File: src/rtl/scmap_pkg.sv
// shared constants and types for the stick calibrate and map block
package scmap_pkg;

	localparam int CHANNELS     = 4;
	localparam int SAMPLE_BITS  = 12;
	localparam int TRIM_BITS    = 9;
	localparam int OUT_BITS     = 12;
	localparam int CH_BITS      = (CHANNELS > 1) ? $clog2(CHANNELS) : 1;
	localparam int CFG_IDX_BITS = $clog2(CHANNELS + 1) + 1;

	localparam int MAP_LOW  = 1000;
	localparam int MAP_MID  = 1500;
	localparam int MAP_HIGH = 2000;
	localparam int MAP_SPAN = MAP_MID - MAP_LOW;

	localparam int RESET_LOWER  = 600;
	localparam int RESET_CENTER = 2000;
	localparam int RESET_UPPER  = 3000;
	localparam int OUT_MAX      = 4095;

	// numerator is a sample difference times the span
	localparam int NUM_BITS = SAMPLE_BITS + $clog2(MAP_SPAN);
	localparam int CNT_BITS = $clog2(NUM_BITS);
	localparam int SUM_BITS = NUM_BITS + 3;

	// register indexes on the configuration port
	localparam logic [CFG_IDX_BITS-1:0] REG_CAL_MODE = CFG_IDX_BITS'(CHANNELS);

	typedef enum logic [1:0] {
		ST_IDLE,
		ST_LOAD,
		ST_DIV,
		ST_HOLD
	} state_t;

	typedef struct packed {
		logic [NUM_BITS-1:0]    num;
		logic [SAMPLE_BITS-1:0] den;
		logic                   neg;
		logic                   upper;
	} prep_t;

	typedef struct packed {
		logic                   start;
		logic [NUM_BITS-1:0]    num;
		logic [SAMPLE_BITS-1:0] den;
	} div_req_t;

	typedef struct packed {
		logic                done;
		logic [NUM_BITS-1:0] quot;
	} div_rsp_t;

endpackage

File: src/rtl/stick_calibrate_and_map_top.sv
// Stick calibrate and map: one scan of four stick samples in, four mapped values out.
// A scan is taken only when the block is idle, and the next scan is not taken until
// the result of the last has been handed to the output register. The work is done by
// the single bit-serial divider, which the four channels use in turn: per channel a
// set-up state, the division for the quotient bits and a write-back of the mapped value.
// The output register holds a finished result while the next scan is already being
// worked on. In calibration mode, bounds and centres are updated as each channel is mapped,
// after the mapping has used their previous values; configuration writes are meant
// for the idle block.
module stick_calibrate_and_map_top (
	input  logic                                 clk,
	input  logic                                 arst_n,
	input  logic                                 cfg_we,
	input  logic [scmap_pkg::CFG_IDX_BITS-1:0]   cfg_idx,
	input  logic [scmap_pkg::TRIM_BITS-1:0]      cfg_wdata,
	input  logic                                 in_valid,
	output logic                                 in_stall,
	input  logic [scmap_pkg::SAMPLE_BITS-1:0]    sample_ch0,
	input  logic [scmap_pkg::SAMPLE_BITS-1:0]    sample_ch1,
	input  logic [scmap_pkg::SAMPLE_BITS-1:0]    sample_ch2,
	input  logic [scmap_pkg::SAMPLE_BITS-1:0]    sample_ch3,
	output logic                                 out_valid,
	input  logic                                 out_stall,
	output logic [scmap_pkg::OUT_BITS-1:0]       out_ch0,
	output logic [scmap_pkg::OUT_BITS-1:0]       out_ch1,
	output logic [scmap_pkg::OUT_BITS-1:0]       out_ch2,
	output logic [scmap_pkg::OUT_BITS-1:0]       out_ch3
);

	scmap_pkg::state_t state_q;
	scmap_pkg::state_t state_d;

	logic [scmap_pkg::CH_BITS-1:0]            ch_q;
	logic [scmap_pkg::SAMPLE_BITS-1:0]        samp_q [scmap_pkg::CHANNELS];
	logic [scmap_pkg::SAMPLE_BITS-1:0]        samp_in [scmap_pkg::CHANNELS];
	logic [scmap_pkg::SAMPLE_BITS-1:0]        lo_q [scmap_pkg::CHANNELS];
	logic [scmap_pkg::SAMPLE_BITS-1:0]        mid_q [scmap_pkg::CHANNELS];
	logic [scmap_pkg::SAMPLE_BITS-1:0]        hi_q [scmap_pkg::CHANNELS];
	logic signed [scmap_pkg::TRIM_BITS-1:0]   trim_q [scmap_pkg::CHANNELS];
	logic [scmap_pkg::OUT_BITS-1:0]           res_q [scmap_pkg::CHANNELS];
	logic [scmap_pkg::OUT_BITS-1:0]           out_q [scmap_pkg::CHANNELS];
	logic                                     cal_q;
	logic                                     capt_q;
	logic                                     neg_q;
	logic                                     upper_q;
	logic                                     out_valid_q;

	scmap_pkg::prep_t    prep;
	scmap_pkg::div_req_t div_req;
	scmap_pkg::div_rsp_t div_rsp;

	logic                                     in_acc;
	logic                                     out_free;
	logic                                     last_ch;
	logic                                     load_ch;
	logic                                     chan_done;
	logic                                     out_load;
	logic [scmap_pkg::SAMPLE_BITS-1:0]        cur;

	logic signed [scmap_pkg::SUM_BITS-1:0]    q_ext;
	logic signed [scmap_pkg::SUM_BITS-1:0]    trim_ext;
	logic signed [scmap_pkg::SUM_BITS-1:0]    base;
	logic signed [scmap_pkg::SUM_BITS-1:0]    sum;
	logic [scmap_pkg::OUT_BITS-1:0]           sat;

	assign samp_in[0] = sample_ch0;
	assign samp_in[1] = sample_ch1;
	assign samp_in[2] = sample_ch2;
	assign samp_in[3] = sample_ch3;

	assign cur      = samp_q[0];
	assign in_stall = (state_q != scmap_pkg::ST_IDLE);
	assign in_acc   = in_valid && !in_stall;
	assign out_free = !out_valid_q || !out_stall;
	assign last_ch  = (ch_q == scmap_pkg::CH_BITS'(scmap_pkg::CHANNELS - 1));

	scmap_prep u_prep (
		.sample (cur),
		.lo     (lo_q[ch_q]),
		.mid    (mid_q[ch_q]),
		.hi     (hi_q[ch_q]),
		.prep   (prep)
	);

	assign div_req.start = load_ch;
	assign div_req.num   = prep.num;
	assign div_req.den   = prep.den;

	scmap_div u_div (
		.clk    (clk),
		.arst_n (arst_n),
		.req    (div_req),
		.rsp    (div_rsp)
	);

	// sequencer
	always_comb begin
		state_d = state_q;
		unique case (state_q)
			scmap_pkg::ST_IDLE: begin
				if (in_acc) begin
					state_d = scmap_pkg::ST_LOAD;
				end
			end
			scmap_pkg::ST_LOAD: begin
				state_d = scmap_pkg::ST_DIV;
			end
			scmap_pkg::ST_DIV: begin
				if (div_rsp.done) begin
					state_d = last_ch ? scmap_pkg::ST_HOLD : scmap_pkg::ST_LOAD;
				end
			end
			scmap_pkg::ST_HOLD: begin
				if (out_free) begin
					state_d = scmap_pkg::ST_IDLE;
				end
			end
			default: state_d = scmap_pkg::ST_IDLE;
		endcase
	end

	always_comb begin
		load_ch   = 1'b0;
		chan_done = 1'b0;
		out_load  = 1'b0;
		unique case (state_q)
			scmap_pkg::ST_IDLE: ;
			scmap_pkg::ST_LOAD: load_ch = 1'b1;
			scmap_pkg::ST_DIV:  chan_done = div_rsp.done;
			scmap_pkg::ST_HOLD: out_load = out_free;
			default: ;
		endcase
	end

	always_ff @(posedge clk or negedge arst_n) begin
		if (!arst_n) begin
			state_q <= scmap_pkg::ST_IDLE;
		end else begin
			state_q <= state_d;
		end
	end

	// base plus signed quotient plus trim, saturated to the output range
	always_comb begin
		q_ext    = scmap_pkg::SUM_BITS'(div_rsp.quot);
		trim_ext = {{(scmap_pkg::SUM_BITS - scmap_pkg::TRIM_BITS){trim_q[ch_q][
			scmap_pkg::TRIM_BITS-1]}}, trim_q[ch_q]};
		base     = upper_q ? scmap_pkg::SUM_BITS'(scmap_pkg::MAP_MID) :
			scmap_pkg::SUM_BITS'(scmap_pkg::MAP_LOW);
		sum      = base + (neg_q ? -q_ext : q_ext) + trim_ext;
		if (sum[scmap_pkg::SUM_BITS-1]) begin
			sat = '0;
		end else if (sum > scmap_pkg::SUM_BITS'(scmap_pkg::OUT_MAX)) begin
			sat = scmap_pkg::OUT_BITS'(scmap_pkg::OUT_MAX);
		end else begin
			sat = sum[scmap_pkg::OUT_BITS-1:0];
		end
	end

	// configuration registers
	always_ff @(posedge clk or negedge arst_n) begin
		if (!arst_n) begin
			for (int i = 0; i < scmap_pkg::CHANNELS; i++) begin
				trim_q[i] <= '0;
			end
			cal_q <= 1'b0;
		end else if (cfg_we) begin
			if (cfg_idx < scmap_pkg::REG_CAL_MODE) begin
				trim_q[cfg_idx[scmap_pkg::CH_BITS-1:0]] <= cfg_wdata;
			end else if (cfg_idx == scmap_pkg::REG_CAL_MODE) begin
				cal_q <= cfg_wdata[0];
			end
		end
	end

	// calibration state, updated in calibration mode, one channel per set-up cycle
	always_ff @(posedge clk or negedge arst_n) begin
		if (!arst_n) begin
			for (int i = 0; i < scmap_pkg::CHANNELS; i++) begin
				lo_q[i]  <= scmap_pkg::SAMPLE_BITS'(scmap_pkg::RESET_LOWER);
				mid_q[i] <= scmap_pkg::SAMPLE_BITS'(scmap_pkg::RESET_CENTER);
				hi_q[i]  <= scmap_pkg::SAMPLE_BITS'(scmap_pkg::RESET_UPPER);
			end
			capt_q <= 1'b0;
		end else begin
			if (load_ch && cal_q) begin
				if (!capt_q) begin
					mid_q[ch_q] <= cur;
				end else begin
					if (cur > hi_q[ch_q]) begin
						hi_q[ch_q] <= cur;
					end
					if (cur < lo_q[ch_q]) begin
						lo_q[ch_q] <= cur;
					end
				end
			end
			if (chan_done && last_ch) begin
				capt_q <= cal_q;
			end
		end
	end

	always_ff @(posedge clk or negedge arst_n) begin
		if (!arst_n) begin
			ch_q        <= '0;
			out_valid_q <= 1'b0;
		end else begin
			if (in_acc) begin
				ch_q <= '0;
			end else if (chan_done) begin
				ch_q <= ch_q + 1'b1;
			end
			if (out_load) begin
				out_valid_q <= 1'b1;
			end else if (!out_stall) begin
				out_valid_q <= 1'b0;
			end
		end
	end

	// sample and result shift lines move one channel per completed division
	always_ff @(posedge clk) begin
		if (in_acc) begin
			for (int i = 0; i < scmap_pkg::CHANNELS; i++) begin
				samp_q[i] <= samp_in[i];
			end
		end else if (chan_done) begin
			for (int i = 0; i < scmap_pkg::CHANNELS - 1; i++) begin
				samp_q[i] <= samp_q[i+1];
			end
		end
		if (chan_done) begin
			for (int i = 0; i < scmap_pkg::CHANNELS - 1; i++) begin
				res_q[i] <= res_q[i+1];
			end
			res_q[scmap_pkg::CHANNELS-1] <= sat;
		end
		if (load_ch) begin
			neg_q   <= prep.neg;
			upper_q <= prep.upper;
		end
		if (out_load) begin
			for (int i = 0; i < scmap_pkg::CHANNELS; i++) begin
				out_q[i] <= res_q[i];
			end
		end
	end

	assign out_valid = out_valid_q;
	assign out_ch0   = out_q[0];
	assign out_ch1   = out_q[1];
	assign out_ch2   = out_q[2];
	assign out_ch3   = out_q[3];

endmodule

File: src/rtl/scmap_prep.sv
// clamp of one sample and set-up of the numerator and divisor for its segment
module scmap_prep (
	input  logic [scmap_pkg::SAMPLE_BITS-1:0] sample,
	input  logic [scmap_pkg::SAMPLE_BITS-1:0] lo,
	input  logic [scmap_pkg::SAMPLE_BITS-1:0] mid,
	input  logic [scmap_pkg::SAMPLE_BITS-1:0] hi,
	output scmap_pkg::prep_t                  prep
);

	logic [scmap_pkg::SAMPLE_BITS-1:0] v_hi;
	logic [scmap_pkg::SAMPLE_BITS-1:0] v_cl;
	logic [scmap_pkg::SAMPLE_BITS-1:0] diff;
	logic [scmap_pkg::SAMPLE_BITS:0]   hd;
	logic                              lower_half;
	logic                              flat;

	always_comb begin
		// upper clamp first, then lower, so inverted bounds end on lo
		v_hi       = (sample > hi) ? hi : sample;
		v_cl       = (v_hi < lo) ? lo : v_hi;
		lower_half = (v_cl < mid);
		flat       = !lower_half && (hi == mid);
		hd         = {1'b0, hi} - {1'b0, mid};
		diff       = lower_half ? (v_cl - lo) : (v_cl - mid);

		prep.upper = !lower_half;
		prep.num   = scmap_pkg::NUM_BITS'(diff) *
			scmap_pkg::NUM_BITS'(scmap_pkg::MAP_SPAN);
		if (lower_half) begin
			prep.den = mid - lo;
			prep.neg = 1'b0;
		end else if (flat) begin
			// flat upper half: zero over one gives the centre value
			prep.num = '0;
			prep.den = scmap_pkg::SAMPLE_BITS'(1);
			prep.neg = 1'b0;
		end else begin
			prep.neg = hd[scmap_pkg::SAMPLE_BITS];
			prep.den = hd[scmap_pkg::SAMPLE_BITS] ?
				scmap_pkg::SAMPLE_BITS'(-hd) : hd[scmap_pkg::SAMPLE_BITS-1:0];
		end
	end

endmodule

File: src/rtl/scmap_div.sv
// bit-serial restoring divider, one quotient bit per cycle
module scmap_div (
	input  logic                clk,
	input  logic                arst_n,
	input  scmap_pkg::div_req_t req,
	output scmap_pkg::div_rsp_t rsp
);

	logic [scmap_pkg::NUM_BITS-1:0]    dvd_q;
	logic [scmap_pkg::SAMPLE_BITS-1:0] rem_q;
	logic [scmap_pkg::SAMPLE_BITS-1:0] den_q;
	logic [scmap_pkg::CNT_BITS-1:0]    cnt_q;
	logic                              busy_q;
	logic                              done_q;

	logic [scmap_pkg::SAMPLE_BITS:0]   trial;
	logic                              ge;
	logic [scmap_pkg::SAMPLE_BITS:0]   diff;

	always_comb begin
		trial = {rem_q, dvd_q[scmap_pkg::NUM_BITS-1]};
		ge    = (trial >= {1'b0, den_q});
		diff  = trial - {1'b0, den_q};
	end

	always_ff @(posedge clk or negedge arst_n) begin
		if (!arst_n) begin
			busy_q <= 1'b0;
			done_q <= 1'b0;
			cnt_q  <= '0;
		end else begin
			done_q <= busy_q && (cnt_q == '0);
			if (req.start) begin
				busy_q <= 1'b1;
				cnt_q  <= scmap_pkg::CNT_BITS'(scmap_pkg::NUM_BITS - 1);
			end else if (busy_q) begin
				cnt_q <= cnt_q - 1'b1;
				if (cnt_q == '0) begin
					busy_q <= 1'b0;
				end
			end
		end
	end

	// quotient bits shift in behind the dividend bits
	always_ff @(posedge clk) begin
		if (req.start) begin
			dvd_q <= req.num;
			den_q <= req.den;
			rem_q <= '0;
		end else if (busy_q) begin
			dvd_q <= {dvd_q[scmap_pkg::NUM_BITS-2:0], ge};
			rem_q <= ge ? diff[scmap_pkg::SAMPLE_BITS-1:0] :
				trial[scmap_pkg::SAMPLE_BITS-1:0];
		end
	end

	assign rsp.done = done_q;
	assign rsp.quot = dvd_q;

endmodule

File: config.mk
export PLATFORM = sky130hd
export DESIGN_NAME = stick_calibrate_and_map_top
export DESIGN_NICKNAME = d
export VERILOG_FILES = /design/src/rtl/scmap_pkg.sv /design/src/rtl/stick_calibrate_and_map_top.sv /design/src/rtl/scmap_prep.sv /design/src/rtl/scmap_div.sv
export SDC_FILE = /design/constraint.sdc
export NUM_CORES = 1
export LEC_CHECK = 0
export BUFFER_PORTS_ARGS = -buffer_cell sky130_fd_sc_hd__buf_2
export CORE_ASPECT_RATIO = 2
export CORE_MARGIN = 2
export CORE_UTILIZATION = 40
export CTS_CLUSTER_DIAMETER = 60
export CTS_CLUSTER_SIZE = 8
export DETAILED_ROUTE_END_ITERATION = 7
export PLACE_DENSITY = 0.55
export SLEW_MARGIN = 0
export SYNTH_ARGS = -nofsm -noshare
export SYNTH_HDL_FRONTEND = slang
export SYNTH_SLANG_ARGS = --single-unit
File: constraint.sdc
create_clock -name clk -period 31.9 [get_ports clk]
set_input_delay 1.595 -clock clk [delete_from_list [all_inputs] [get_ports clk]]
set_output_delay 1.595 -clock clk [all_outputs]
set_load 0.005 [all_outputs]
-- Yosys cells after proc, flatten, opt, wreduce, memory -nomap -nowiden
Memories as Yosys holds them, arrays and structs flattened.
Cells that the tools add are included.
- reduce and logical (&&, ||, !) cells: 24
- bitwise logic cells: 7
- add/sub/neg operators: 11
- $mul: 1
- muxes and demuxes: 63
- equal/unequal tests: 10
- magnitude comparators: 11
- operators by type and width (operator ; number):
    $mux W12 ; 17
    $bwmux W48 ; 3
    $mux W21 ; 4
    $bmux W12 S2 ; 3
    $sub A12 B12 Y12 ; 4
    $bwmux W36 ; 1
    $lt A12 B12 Y1 ; 3
    $mux W9 ; 3
    $mux W13 ; 2
    $add A12 B24 Y24 ; 1
    $add A24 B9 Y24 ; 1
    $demux W12 S2 ; 1
    $gt A24 B13 Y1 const B ; 1
    $mux W24 ; 1
    $neg A21 Y24 ; 1
    $mul A12 B7 Y19 const B ; 1
    $bmux W9 S2 ; 1
    $demux W9 S2 ; 1
    $mux W1 ; 16
    $ge A13 B12 Y1 ; 1
    $sub A12 B12 Y13 ; 1
    $eq A12 B12 Y1 ; 1
    $gt A12 B12 Y1 ; 1
    $mux W2 ; 6
    other kinds (26) ; 52
- bits in registers: 241
- memories kept: 3
- memory bits (writable): 144
- memories (name ; depth ; bits a word ; rd ports ; clocked after Yosys merged registers in ; write ports ; line ; text):
    out_q ; 4 ; 12 ; 4 ; 0 ; 4 ; stick_calibrate_and_map_top.sv:41 ; logic [scmap_pkg::OUT_BITS-1:0] out_q [scmap_pkg::CHANNELS];
    res_q ; 4 ; 12 ; 4 ; 0 ; 4 ; stick_calibrate_and_map_top.sv:40 ; logic [scmap_pkg::OUT_BITS-1:0] res_q [scmap_pkg::CHANNELS];
    samp_q ; 4 ; 12 ; 4 ; 0 ; 4 ; stick_calibrate_and_map_top.sv:34 ; logic [scmap_pkg::SAMPLE_BITS-1:0] samp_q [scmap_pkg::CHANNELS];

-- Depth between registers and ports, before layout
Gate-level depths: netlist of the first run.
- depth in word-level cells: 14
- gate-level depth with buffers: 52
- gate-level depth less buffers: 45

-- Modules after synthesis
Synthesis of the first run repeated with hierarchy kept, for this count alone.
- cells, all modules: 2122
- area total of the unflattened synthesis: 24282.0 µm²
- by module, submodules not included (module ; seq. area each (µm²) ; times used ; area an instance (µm²) ; cells an instance):
    stick_calibrate_and_map_top ; 9148.8 ; 1 ; 15846.4 ; 1139
    scmap_prep ; 0.0 ; 1 ; 5723.0 ; 742
    scmap_div ; 1406.3 ; 1 ; 2712.6 ; 241

-- Worst setup path before layout of the first run
No wires, ideal clock.
- kind: register to register
- start: register ch_q[0] (netlist name)
- end: register u_div.dvd_q[19] (netlist name), data pin
- data arrival time: 11.109 ns
- library setup time: 0.267 ns
- setup slack: 20.525 ns
- path buffers: 7
- period minus slack after synthesis: 11.375 ns
- data required time: 31.633 ns
- stages on the path, launching flop included: 49
- path through: dfrtp_1 -> buf_2 -> buf_2 -> buf_2 -> mux4_2 -> inv_1 -> ha_1 -> and2_1 -> o21ai_0 -> a21boi_0 -> o41a_1 -> buf_1 -> mux2_2 -> ha_1 -> a21o_1 -> a21o_1 -> a21oi_1 -> o21ai_0 -> [13 not listed] -> buf_2 -> clkinv_1 -> clkbuf_1 -> nor2_1 -> nor2_1 -> inv_1 -> fa_1 -> fa_1 -> fa_1 -> fa_1 -> inv_1 -> ha_1 -> o41ai_1 -> o21ai_0 -> o41ai_1 -> o21ai_0 -> xnor2_1 -> o21ai_0
- word-level cells in the longest chain between the ends: 14
- elaborated cells on any way between the ends: 25
- those cells by class: add/sub (2); mul (1); order compare (3); eq/ne (1); mux (15); bitwise (1); reduce/logical (2)
- ends and longest elaborated chain (element ; line ; text):
    start, declared ; stick_calibrate_and_map_top.sv:33 ; logic [scmap_pkg::CH_BITS-1:0] ch_q;
    start signal, assigned ; stick_calibrate_and_map_top.sv:212 ; ch_q <= ch_q + 1'b1;
    $not A2 Y3 (implied by the code) (*) ; stick_calibrate_and_map_top.sv:79, stick_calibrate_and_map_top.sv:80, stick_calibrate_and_map_top.sv:81 ;
    $bmux W12 S2 ; stick_calibrate_and_map_top.sv:81 ; .hi (hi_q[ch_q]),
    $mux W12 (implied by the code) (2 in a row) ; stick_calibrate_and_map_top.sv:81 ;
    $gt A12 B12 Y1 ; scmap_prep.sv:19 ; v_hi = (sample > hi) ? hi : sample;
    $mux W12 ; scmap_prep.sv:19 ;
    $lt A12 B12 Y1 ; scmap_prep.sv:20 ; v_cl = (v_hi < lo) ? lo : v_hi;
    $mux W12 ; scmap_prep.sv:20 ;
    $sub A12 B12 Y12 / $lt A12 B12 Y1 (equally long branches) ; scmap_prep.sv:24, scmap_prep.sv:21 ;
    $mux W12 / $logic_not A1 Y1 (equally long branches) ; scmap_prep.sv:24, scmap_prep.sv:22 ;
    $mul A12 B7 Y19 / $logic_and A1 B1 Y1 (equally long branches) ; scmap_prep.sv:27, scmap_prep.sv:22 ;
    $mux W21 ; scmap_prep.sv:32 ; end else if (flat) begin
    $mux W21 (*) ; scmap_prep.sv:29 ; if (lower_half) begin
    $mux W21 (*) ; scmap_div.sv:47 ; if (req.start) begin
    end signal, assigned ; scmap_div.sv:48 ; dvd_q <= req.num;
    end signal, assigned ; scmap_div.sv:52 ; dvd_q <= {dvd_q[scmap_pkg::NUM_BITS-2:0], ge};
    end, declared ; scmap_div.sv:9 ; logic [scmap_pkg::NUM_BITS-1:0] dvd_q;
Every way passes the cells marked *; elsewhere a longest branch is shown, timed or not. The select of a mux whose other input is x is not followed.
A chain may end at the register's enable or synchronous reset.

-- Final worst setup path of the first run
Ends and elaborated chain as after synthesis.

==> results by group, run 1 <==
Worst setup path
  – CP dominant cell by count: o21ai_0
  – Largest stage delay on the critical path: 690 ps
  – CP endpoint kind: flip-flop
  – CP Data Arrival Time: 13740 ps
  – FF-to-FF Start: ch_q[0]
  – Worst path slowest cell: o41a_1
  – R2R Path End: u_div.dvd_q[19]
  – Cells on worst reg2reg path: 44
  – Crit path kind: flip-flop to flip-flop
  – CP max FO: 35
  – Worst path required time: 32230 ps
  – CP startpoint kind: flip-flop
  – Register-to-register path setup slack: 18490 ps

Routing
  – Detailed-route wire length: 58900 µm
  – DRT Pass-1 Iters: 5
  – Initial DRC Count: 540
  – Via count: 15900
  – Routed len/inst: 19.8 µm
  – Drt drc: 0
  – Antenna viol nets, final: 0
  – Avg Vias per Cell: 5.34

Worst hold path
  – Hold path cells: 0
  – Hold Path End: out_q[0][7]
  – Hold crit path type: flip-flop to flip-flop
  – Worst Hold Launch: res_q[0][7]

Placement
  – I/O Buffers: 115
  – RePlAce Congestion: 0.938
  – Post-DP HPWL: 45500 µm

Floorplanning
  – Die Height: 346 µm
  – Starting Density: 40.4%
  – Die ar.: 0.0607 mm²
  – Die width: 175 µm
  – Core outline area: 0.0580 mm²
  – Row count: 125
  – Top-Level Pins: 116

GRT
  – GRT Total Usage: 19.6%
  – Initial antenna violation count: 0
  – Via count of the first global-routing pass: 16900
  – Global-route wire length before repair: 91700 µm
  – Pin count of the biggest net entering global routing: 107
  – GRT overflow: 0

Synthesis
  – Syn Std Cell Area: 0.0234 mm²
  – Most used DFF post-synth: edfxtp_1
  – Synth cell types: 83
  – Net Count, Synth: 2332
  – Asr flop ratio synth: 50.4%
  – Seq/Total Area, Yosys: 45.0%
  – Mapped Cells: 2036
  – #FFs+latches synth: 385
  – Post-Syn Area per Cell: 11.5 µm²
  – EDFF count, synth: 179
  – Synth Warn #: 0

Layout
  – Syn-to-layout area delta: 13.4%
  – Share of cells above drive strength 1: 24.8%
  – Number of diodes: 0
  – Final net count: 2464

STA
  – Tmin final: 13410 ps
  – Finish-stage setup viols: 0
  – Post-route setup TNS: 0 ps
  – Final Hold Fails: 0
  – Skew final: 43.0 ps
  – Worst Tran Pin Value: 1130 ps
  – Period Utilization, post-route: 42.0%
  – Final Slew Violations: 0
  – Fmax: 74.6 MHz
  – RSZ-0062 raised after global routing: no
  – Rel. slew slack: 24.4%

Clock tree
  – Clk_lat worst skew: 610 ps
  – CTS Buffer Depth: 3
  – Post-CTS Resized: 0
  – Root buf cell: clkbuf_16
  – Setup repair bufs after CTS: 0
  – Clock sink total: 385
  – H-tree Lvls: 2
  – CTS tree: built
  – Hold_buf cts: 0
  – Clk slew on worst S/H paths: 50 ps
  – CTS Buf Count: 55

Job
  – Total of max-cap violations: 0

Outcome
  – Outcome: completed
layer usage:
layer  global-route usage (%)  vias to the layer above  share of wire [%]
li1                         -                     7568                  -
met1                     17.1                     7767                 32
met2                     38.5                      352                 55
met3                     2.42                      201                3.0
met4                     15.8                        0                9.3
met5                        0                        -                  0
area by class of cell:
class	instances	area, µm²
fillers	5364	31400
well taps	762	953
inverters	167	628
clock buffers	96	1530
multi-input cells	1415	12000
repair buffers	144	802
clock inverters	7	105
flip-flops and latches	385	10600
state kept, by name, summed over array words and instances (netlist names), 2 cells and up:
signal	cells
u_div.dvd_q	21
u_div.cnt_q	5
samp_q	48
hi_q	48
state_q	2
mid_q	48
u_div.rem_q	12
out_q	48
u_div.den_q	12
res_q	48
ch_q	2
trim_q	36
lo_q	48
cell usage after synthesis, types with 5 or more instances:
cell / number / area, µm²
a21boi_0: 11 / 82.6
a22o_1: 5 / 43.8
buf_2: 10 / 50.1
o21a_1: 22 / 165
nand2_1: 216 / 811
nor3_1: 26 / 130
clkbuf_1: 41 / 154
mux2i_1: 32 / 320
nand4_1: 17 / 106
a211oi_1: 6 / 45.0
xor2_1: 41 / 359
mux2_2: 193 / 2170
or3_1: 18 / 113
o31ai_1: 12 / 90.1
dfxtp_1: 12 / 240
dfstp_2: 68 / 1790
o21bai_1: 7 / 52.6
inv_1: 165 / 619
ha_1: 184 / 2300
nand3_1: 26 / 130
a41oi_1: 5 / 43.8
o2111ai_1: 5 / 43.8
a21o_1: 18 / 135
dfrtp_1: 126 / 3150
a21oi_1: 75 / 375
o211ai_1: 8 / 60.1
nor2_1: 96 / 360
edfxtp_1: 179 / 5380
nor3b_1: 5 / 37.5
nor2b_1: 18 / 113
buf_1: 16 / 60.1
a21oi_2: 11 / 96.3
mux4_2: 40 / 901
o41ai_1: 6 / 52.6
and3_1: 9 / 56.3
a31oi_1: 7 / 43.8
or2_2: 10 / 62.6
o21ai_0: 95 / 475
fa_1: 46 / 921
xnor2_1: 55 / 482
nand2b_1: 23 / 144
cell usage in the layout (no fill, tap or decap), drive strengths merged, types with 86 or more instances in the layout:
cell type | netlist | layout
nand2 | 216 | 216
clkbuf | 41 | 97
dfrtp | 126 | 126
mux2 | 193 | 193
ha | 184 | 184
nor2 | 96 | 96
buf | 28 | 143
a21oi | 86 | 86
edfxtp | 179 | 179
inv | 165 | 167
o21ai | 95 | 95
worst max-delay path: cells and delay by family (launching register included):
family | cells | cell delay [ps]
buf+inv | 5 | 1330
compound gates | 21 | 5050
flops | 1 | 680
fa+ha+maj | 9 | 3100
xor+xnor | 2 | 470
mux | 4 | 1750
simple gates | 3 | 680
per-stage QoR:
stage          setup slack (ps)  cells  cell area (µm²)  utilization [%]  hold slack, ps
2_1_floorplan             20520   2036            23400                -             400
5_1_grt                   17520   2976            26600             45.8             420
3_3_place_gp              18830   2873            25000             43.0             404
3_5_place_dp              18560   2873            25000             43.0             405
4_1_cts                   18460   2976            26600             45.8             401
6_report                  18490   2976            26600             45.8             413
how the worst max path moves through the flow:
| stage | start | endpoint | slack (ps) | cells after the start |
|---|---|---|---|---|
| global route | ch_q[0] | u_div.dvd_q[19] | 17520 | 44 |
| global placement | ch_q[0] | u_div.dvd_q[19] | 18830 | 44 |
| finish | ch_q[0] | u_div.dvd_q[19] | 18490 | 44 |
| floorplan | ch_q[0] | u_div.dvd_q[19] | 20520 | 48 |
| CTS | ch_q[0] | u_div.dvd_q[19] | 18460 | 44 |
| detailed placement | ch_q[0] | u_div.dvd_q[19] | 18560 | 44 |
kinds of logic (layout without fill, tap and decap cells):
group	count (synthesis)	count (layout)	synth area share, %
buffers and inverters	236	414	3.90
flip-flops	385	385	45.0
adder cells (fa/ha/maj)	230	230	13.7
XOR/XNOR	97	97	3.66
multiplexers	266	266	14.6
AO/OA/AOI/OAI	327	327	9.15
AND/OR/NAND/NOR	495	495	9.95
Power of run 1 is not shown: default switching activity piles up to over one toggle a cycle in this logic, so the estimate is an artifact.
==> inputs of run 2 (changes only) <==
clock period = 13.1 ns   (was 31.9 ns; I/O delays follow)
==> run 2 against run 1 <==
Critical path depth is 1 lower. Register-to-register slack worse by 17000 ps. Global-route usage rose by 1.0 points. Clock-buffer cell count stayed put. Final area is 0.15% higher. First-iteration DRC count down 3.7%. Sequential share of layout area shrank 0.058 points. Largest cell class unchanged.
==> results by group, run 2 (synthesis results as in run 1) <==
Outcome
  – Outcome: completed (unchanged)

Worst setup path
  – Worst path slowest cell: o41a_2 (was o41a_1)
  – Crit. Startpoint: ch_q[0] (unchanged)
  – R2R Path End: u_div.dvd_q[19] (unchanged)
  – CP top delay family: compound AO/OA/AOI/OAI gates (unchanged)
  – CP endpoint kind: flip-flop (unchanged)
  – Cells on worst reg2reg path: 43 (was 44)
  – FF-to-FF Start: ch_q[0] (unchanged)
  – Buffers & Inverters on Critical Path: 6 (was 5)
  – Crit path kind: flip-flop to flip-flop (unchanged)
  – CP startpoint kind: flip-flop (unchanged)
  – Register-to-register path setup slack: 1190 ps (was 18490 ps)
  – Largest stage delay on the critical path: 630 ps (was 690 ps)
  – Crit. path cell count: 43 (was 44)
  – Worst setup endpoint: u_div.dvd_q[19] (unchanged)
  – Worst path required time: 13410 ps (was 32230 ps)
  – CP Data Arrival Time: 12230 ps (was 13740 ps)
  – CP max FO: 27 (was 35)
  – CP dominant cell by count: fa_1 (was o21ai_0)

STA
  – Rel. slew slack: 20.8% (was 24.4%)
  – Post-route setup TNS: 0 ps (unchanged)
  – Worst Tran Pin Value: 1180 ps (was 1130 ps)
  – Skew final: 52.3 ps (was 43.0 ps)
  – WHS: 134 ps (was 413 ps)
  – RSZ-0062 raised after global routing: no (unchanged)
  – Period Utilization, post-route: 90.9% (was 42.0%)
  – Tmin final: 11910 ps (was 13410 ps)
  – Fmax: 83.9 MHz (was 74.6 MHz)
  – Final Slew Violations: 0 (unchanged)
  – Finish-stage setup viols: 0 (unchanged)
  – Final Hold Fails: 0 (unchanged)

Floorplanning
  – Row count: 125 (unchanged)
  – Core outline area: 0.0580 mm² (unchanged)
  – Die width: 175 µm (unchanged)
  – Starting Density: 40.4% (unchanged)
  – Top-Level Pins: 116 (unchanged)
  – Die Height: 346 µm (unchanged)
  – Die ar.: 0.0607 mm² (unchanged)

Routing
  – Drt drc: 0 (unchanged)
  – Detailed-route wire length: 61400 µm (was 58900 µm)
  – Avg Vias per Cell: 5.35 (was 5.34)
  – Initial DRC Count: 520 (was 540)
  – Routed len/inst: 20.6 µm (was 19.8 µm)
  – Via count: 16000 (was 15900)
  – Antenna viol nets, final: 0 (unchanged)
  – DRT Pass-1 Iters: 5 (unchanged)

GRT
  – Via count of the first global-routing pass: 17300 (was 16900)
  – Initial antenna violation count: 0 (unchanged)
  – Global-route wire length before repair: 95300 µm (was 91700 µm)
  – Pin count of the biggest net entering global routing: 110 (was 107)
  – GRT met1 Usage: 17.5% (was 17.1%)
  – GRT overflow: 0 (unchanged)
  – Grt met3 use: 2.56% (was 2.42%)
  – GRT Total Usage: 20.6% (was 19.6%)
  – Routing usage on met2: 41.2% (was 38.5%)
  – GRT Max-Usage Layer: met2 (unchanged)

Layout
  – Share of cells above drive strength 1: 25.2% (was 24.8%)
  – Post-Layout Cell Count: 2985 (was 2976)
  – Most frequent cells in the layout: nand2_1, mux2_2, ha_1 (unchanged)
  – Commonest non-fill, non-tap cell in the layout: nand2_1 (unchanged)
  – Number of diodes: 0 (unchanged)
  – Syn-to-layout area delta: 13.6% (was 13.4%)
  – Final net count: 2475 (was 2464)

Clock tree
  – CTS Buf Count: 54 (was 55)
  – Clk_lat worst skew: 610 ps (about the same)
  – Root buf cell: clkbuf_16 (unchanged)
  – CTS Buffer Depth: 3 (unchanged)
  – Clock sink total: 385 (unchanged)
  – Setup repair bufs after CTS: 0 (unchanged)
  – Hold_buf cts: 0 (unchanged)
  – CTS tree: built (unchanged)
  – H-tree Lvls: 2 (unchanged)
  – Clk slew on worst S/H paths: 50 ps (about the same)
  – Post-CTS Resized: 0 (unchanged)

Job
  – Total of max-cap violations: 0 (unchanged)

Placement
  – I/O Buffers: 115 (unchanged)
  – RePlAce Congestion: 0.980 (was 0.938)
  – Inst Count DP: 2885 (was 2873)
  – Post-DP HPWL: 48000 µm (was 45500 µm)

Worst hold path
  – Hold crit path type: input port to async pin (was flip-flop to flip-flop)
run 2: changes by cell type in the layout (fill, tap and decap cells not counted):
| cell | previous run | this run |
|---|---|---|
| clkbuf_16 | 55 | 54 |
| bufinv_16 | 1 | 0 |
| o21ai_1 | 4 | 3 |
| o41a_2 | 0 | 1 |
| clkbuf_8 | 1 | 2 |
| buf_4 | 29 | 41 |
| clkinv_2 | 3 | 2 |
| o41a_1 | 1 | 0 |
| inv_4 | 1 | 0 |
| o21ai_0 | 90 | 91 |
run 2: how the worst min path moves through the flow:
stage / from / slack (ps) / cells past startpoint / end
floorplan: arst_n / 360 / 0 / cal_q
global placement: res_q[0][4] / 400 / 0 / out_q[0][4]
detailed placement: res_q[0][11] / 410 / 0 / out_q[0][11]
CTS: arst_n / 180 / 1 / mid_q[5]
global route: sample_ch3[3] / 200 / 1 / samp_q[3][3]
finish: arst_n / 130 / 1 / mid_q[17]
run 2: final cells by class:
class,instances,area (µm²)
sequential,385,10600
clock inverter,4,63.8
multi-input combinational,1415,12000
timing repair buffer,156,892
clock buffer,96,1520
tap,762,953
inverter,167,628
fill,5386,31400
run 2: metrics by stage:
stage          instance area, µm²  utilization, %  setup WS (ps)
3_3_place_gp                25000            43.2           1360
2_1_floorplan               23400               -           1720
6_report                    26600            45.9           1190
5_1_grt                     26600            45.9            147
4_1_cts                     26600            45.9           1020
3_5_place_dp                25000            43.2           1100
run 2: routing by layer:
metal | routed length, µm | vias to the layer above
met5 | 0 | -
met4 | 5840 | 0
met3 | 1730 | 203
met2 | 34700 | 356
met1 | 19100 | 7800
li1 | - | 7606
run 2: worst register-to-register path: cells and delay by family, from the launching register on:
family | cells | cell delay (ps)
DFF | 1 | 560
buffers and inverters | 6 | 1010
AOI/OAI and AO/OA | 18 | 4170
xor gates and xnor gates | 1 | 170
adders and majority gates | 9 | 3520
and+or+nand+nor | 6 | 1000
muxes | 3 | 1150
Power of run 2 is left out for the same reason.
==> inputs of run 3 (changes only) <==
CORE_UTILIZATION = 43   (was 40)
PLACE_DENSITY = 0.58   (was 0.55)
==> run 3 against run 2 <==
Register-to-register slack about the same. Via count increased by 0.16%. Routed wire length decreased by 2.0%. Non-clock buffer count decreased by 8. Largest cell class unchanged. First-iteration DRC count increased by 28%. Critical path depth unchanged. Die area decreased by 6.9%. Sequential cell count unchanged.
==> results by group, run 3 (synthesis results as in run 1) <==
Outcome
  – Outcome: completed (unchanged)

Clock tree
  – Clock sink total: 385 (unchanged)
  – Root buf cell: clkbuf_16 (unchanged)
  – Clk slew on worst S/H paths: 50 ps (about the same)
  – Clk_lat worst skew: 610 ps (about the same)
  – H-tree Lvls: 2 (unchanged)
  – Hold_buf cts: 0 (unchanged)
  – CTS Buf Count: 54 (unchanged)
  – Setup repair bufs after CTS: 0 (unchanged)
  – Post-CTS Resized: 0 (unchanged)
  – CTS tree: built (unchanged)
  – CTS Buffer Depth: 3 (unchanged)

Worst setup path
  – Register-to-register path setup slack: 1190 ps (about the same)
  – R2R Path End: u_div.dvd_q[19] (unchanged)
  – CP dominant cell by count: o21ai_0 (was fa_1)
  – CP max FO: 24 (was 27)
  – Crit path kind: flip-flop to flip-flop (unchanged)
  – CP Data Arrival Time: 12210 ps (was 12230 ps)
  – Worst path required time: 13400 ps (was 13410 ps)
  – CP endpoint kind: flip-flop (unchanged)
  – FF-to-FF Start: ch_q[0] (unchanged)
  – CP startpoint kind: flip-flop (unchanged)
  – Largest stage delay on the critical path: 740 ps (was 630 ps)
  – Worst path slowest cell: dfrtp_4 (was o41a_2)
  – Cells on worst reg2reg path: 43 (unchanged)

Layout
  – Sequential cell area: 0.0106 mm² (unchanged)
  – Share of cells above drive strength 1: 24.9% (was 25.2%)
  – Syn-to-layout area delta: 13.0% (was 13.6%)
  – Final net count: 2467 (was 2475)
  – Fillers: 4974 (was 5386)
  – Number of diodes: 0 (unchanged)
  – Commonest non-fill, non-tap cell in the layout: nand2_1 (unchanged)
  – Multi-input logic area: 0.0120 mm² (about the same)
  – Most frequent cells in the layout: nand2_1, mux2_2, ha_1 (unchanged)

Floorplanning
  – Top-Level Pins: 116 (unchanged)
  – Die width: 169 µm (was 175 µm)
  – Row count: 121 (was 125)
  – Die Height: 334 µm (was 346 µm)
  – Core outline area: 0.0542 mm² (was 0.0580 mm²)
  – Starting Density: 43.3% (was 40.4%)
  – Die ar.: 0.0565 mm² (was 0.0607 mm²)

GRT
  – Pin count of the biggest net entering global routing: 118 (was 110)
  – GRT overflow: 0 (unchanged)
  – Global-route wire length before repair: 93600 µm (was 95300 µm)
  – Initial antenna violation count: 0 (unchanged)
  – GRT Total Usage: 21.6% (was 20.6%)
  – Via count of the first global-routing pass: 17200 (was 17300)

STA
  – Skew final: 54.8 ps (was 52.3 ps)
  – Rel. slew slack: 21.5% (was 20.8%)
  – Tmin final: 11910 ps (about the same)
  – Fmax: 84.0 MHz (was 83.9 MHz)
  – Final Slew Violations: 0 (unchanged)
  – Post-route setup TNS: 0 ps (unchanged)
  – Worst Tran Pin Value: 1170 ps (was 1180 ps)
  – Period Utilization, post-route: 90.9% (about the same)
  – Finish-stage setup viols: 0 (unchanged)
  – RSZ-0062 raised after global routing: no (unchanged)
  – Final Hold Fails: 0 (unchanged)

Routing
  – Antenna viol nets, final: 0 (unchanged)
  – Detailed-route wire length: 60200 µm (was 61400 µm)
  – Initial DRC Count: 665 (was 520)
  – Avg Vias per Cell: 5.53 (was 5.35)
  – DRT Pass-1 Iters: 5 (unchanged)
  – Routed len/inst: 20.8 µm (was 20.6 µm)
  – Drt drc: 0 (unchanged)
  – Via count: 16000 (about the same)

Job
  – Total of max-cap violations: 0 (unchanged)

Placement
  – Post-DP HPWL: 46800 µm (was 48000 µm)
  – RePlAce Congestion: 1.03 (was 0.980)
  – I/O Buffers: 115 (unchanged)

Worst hold path
  – Hold crit path type: input port to async pin (unchanged)
[run 3: cell count changes in the layout (fill, tap and decap cells not counted)]
cell       delta
buf_4         -8
clkbuf_1      +2
clkbuf_16     +1
clkinv_2      -1
o21ai_0       +1
o21ai_1       -1
o41a_1        +1
o41a_2        -1
[run 3: final cells by class]
type                    count  area share [%]
clock buffers              99            5.86
flip-flops and latches    385            39.9
clock inverters             3           0.222
inverters                 167            2.37
well taps                 676            3.19
repair buffers            148            3.14
multi-input cells        1415            45.4
[run 3: per-layer routing]
layer | track usage, % | vias up | share of wire [%]
met5 | 0 | - | 0
met3 | 3.18 | 180 | 3.5
met1 | 18.5 | 7865 | 31
li1 | - | 7579 | -
met2 | 43.7 | 366 | 57
met4 | 15.5 | 0 | 8.2
[run 3: how the worst max path moves through the flow]
stage	cells past startpoint	slack (ps)	startpoint	end
after global routing	43	220	ch_q[0]	u_div.dvd_q[19]
after global placement	43	1370	ch_q[0]	u_div.dvd_q[19]
after detailed placement	43	1200	ch_q[0]	u_div.dvd_q[19]
final	43	1190	ch_q[0]	u_div.dvd_q[19]
after CTS	43	1110	ch_q[0]	u_div.dvd_q[19]
after floorplan	48	1720	ch_q[0]	u_div.dvd_q[19]
[run 3: critical path, delay by kind of cell, from the launching register on]
family / cells / cell delay [ps]
AOI/OAI and AO/OA: 22 / 5220
adders and majority gates: 9 / 3110
muxes: 3 / 1230
DFF: 1 / 740
buffers and inverters: 5 / 720
and+or+nand+nor: 3 / 400
xor gates and xnor gates: 1 / 150
[run 3: per-stage QoR]
| step | utilization (%) | cells | setup slack, ps | hold slack (ps) | cell area [µm²] |
|---|---|---|---|---|---|
| final | 48.9 | 2893 | 1190 | 197 | 26500 |
| after floorplan | - | 2036 | 1720 | 359 | 23400 |
| after global routing | 48.9 | 2893 | 222 | 198 | 26500 |
| after global placement | 45.9 | 2791 | 1370 | 406 | 24900 |
| after CTS | 48.9 | 2893 | 1110 | 193 | 26500 |
| after detailed placement | 45.9 | 2791 | 1200 | 405 | 24900 |
Power of run 3 is left out for the same reason.
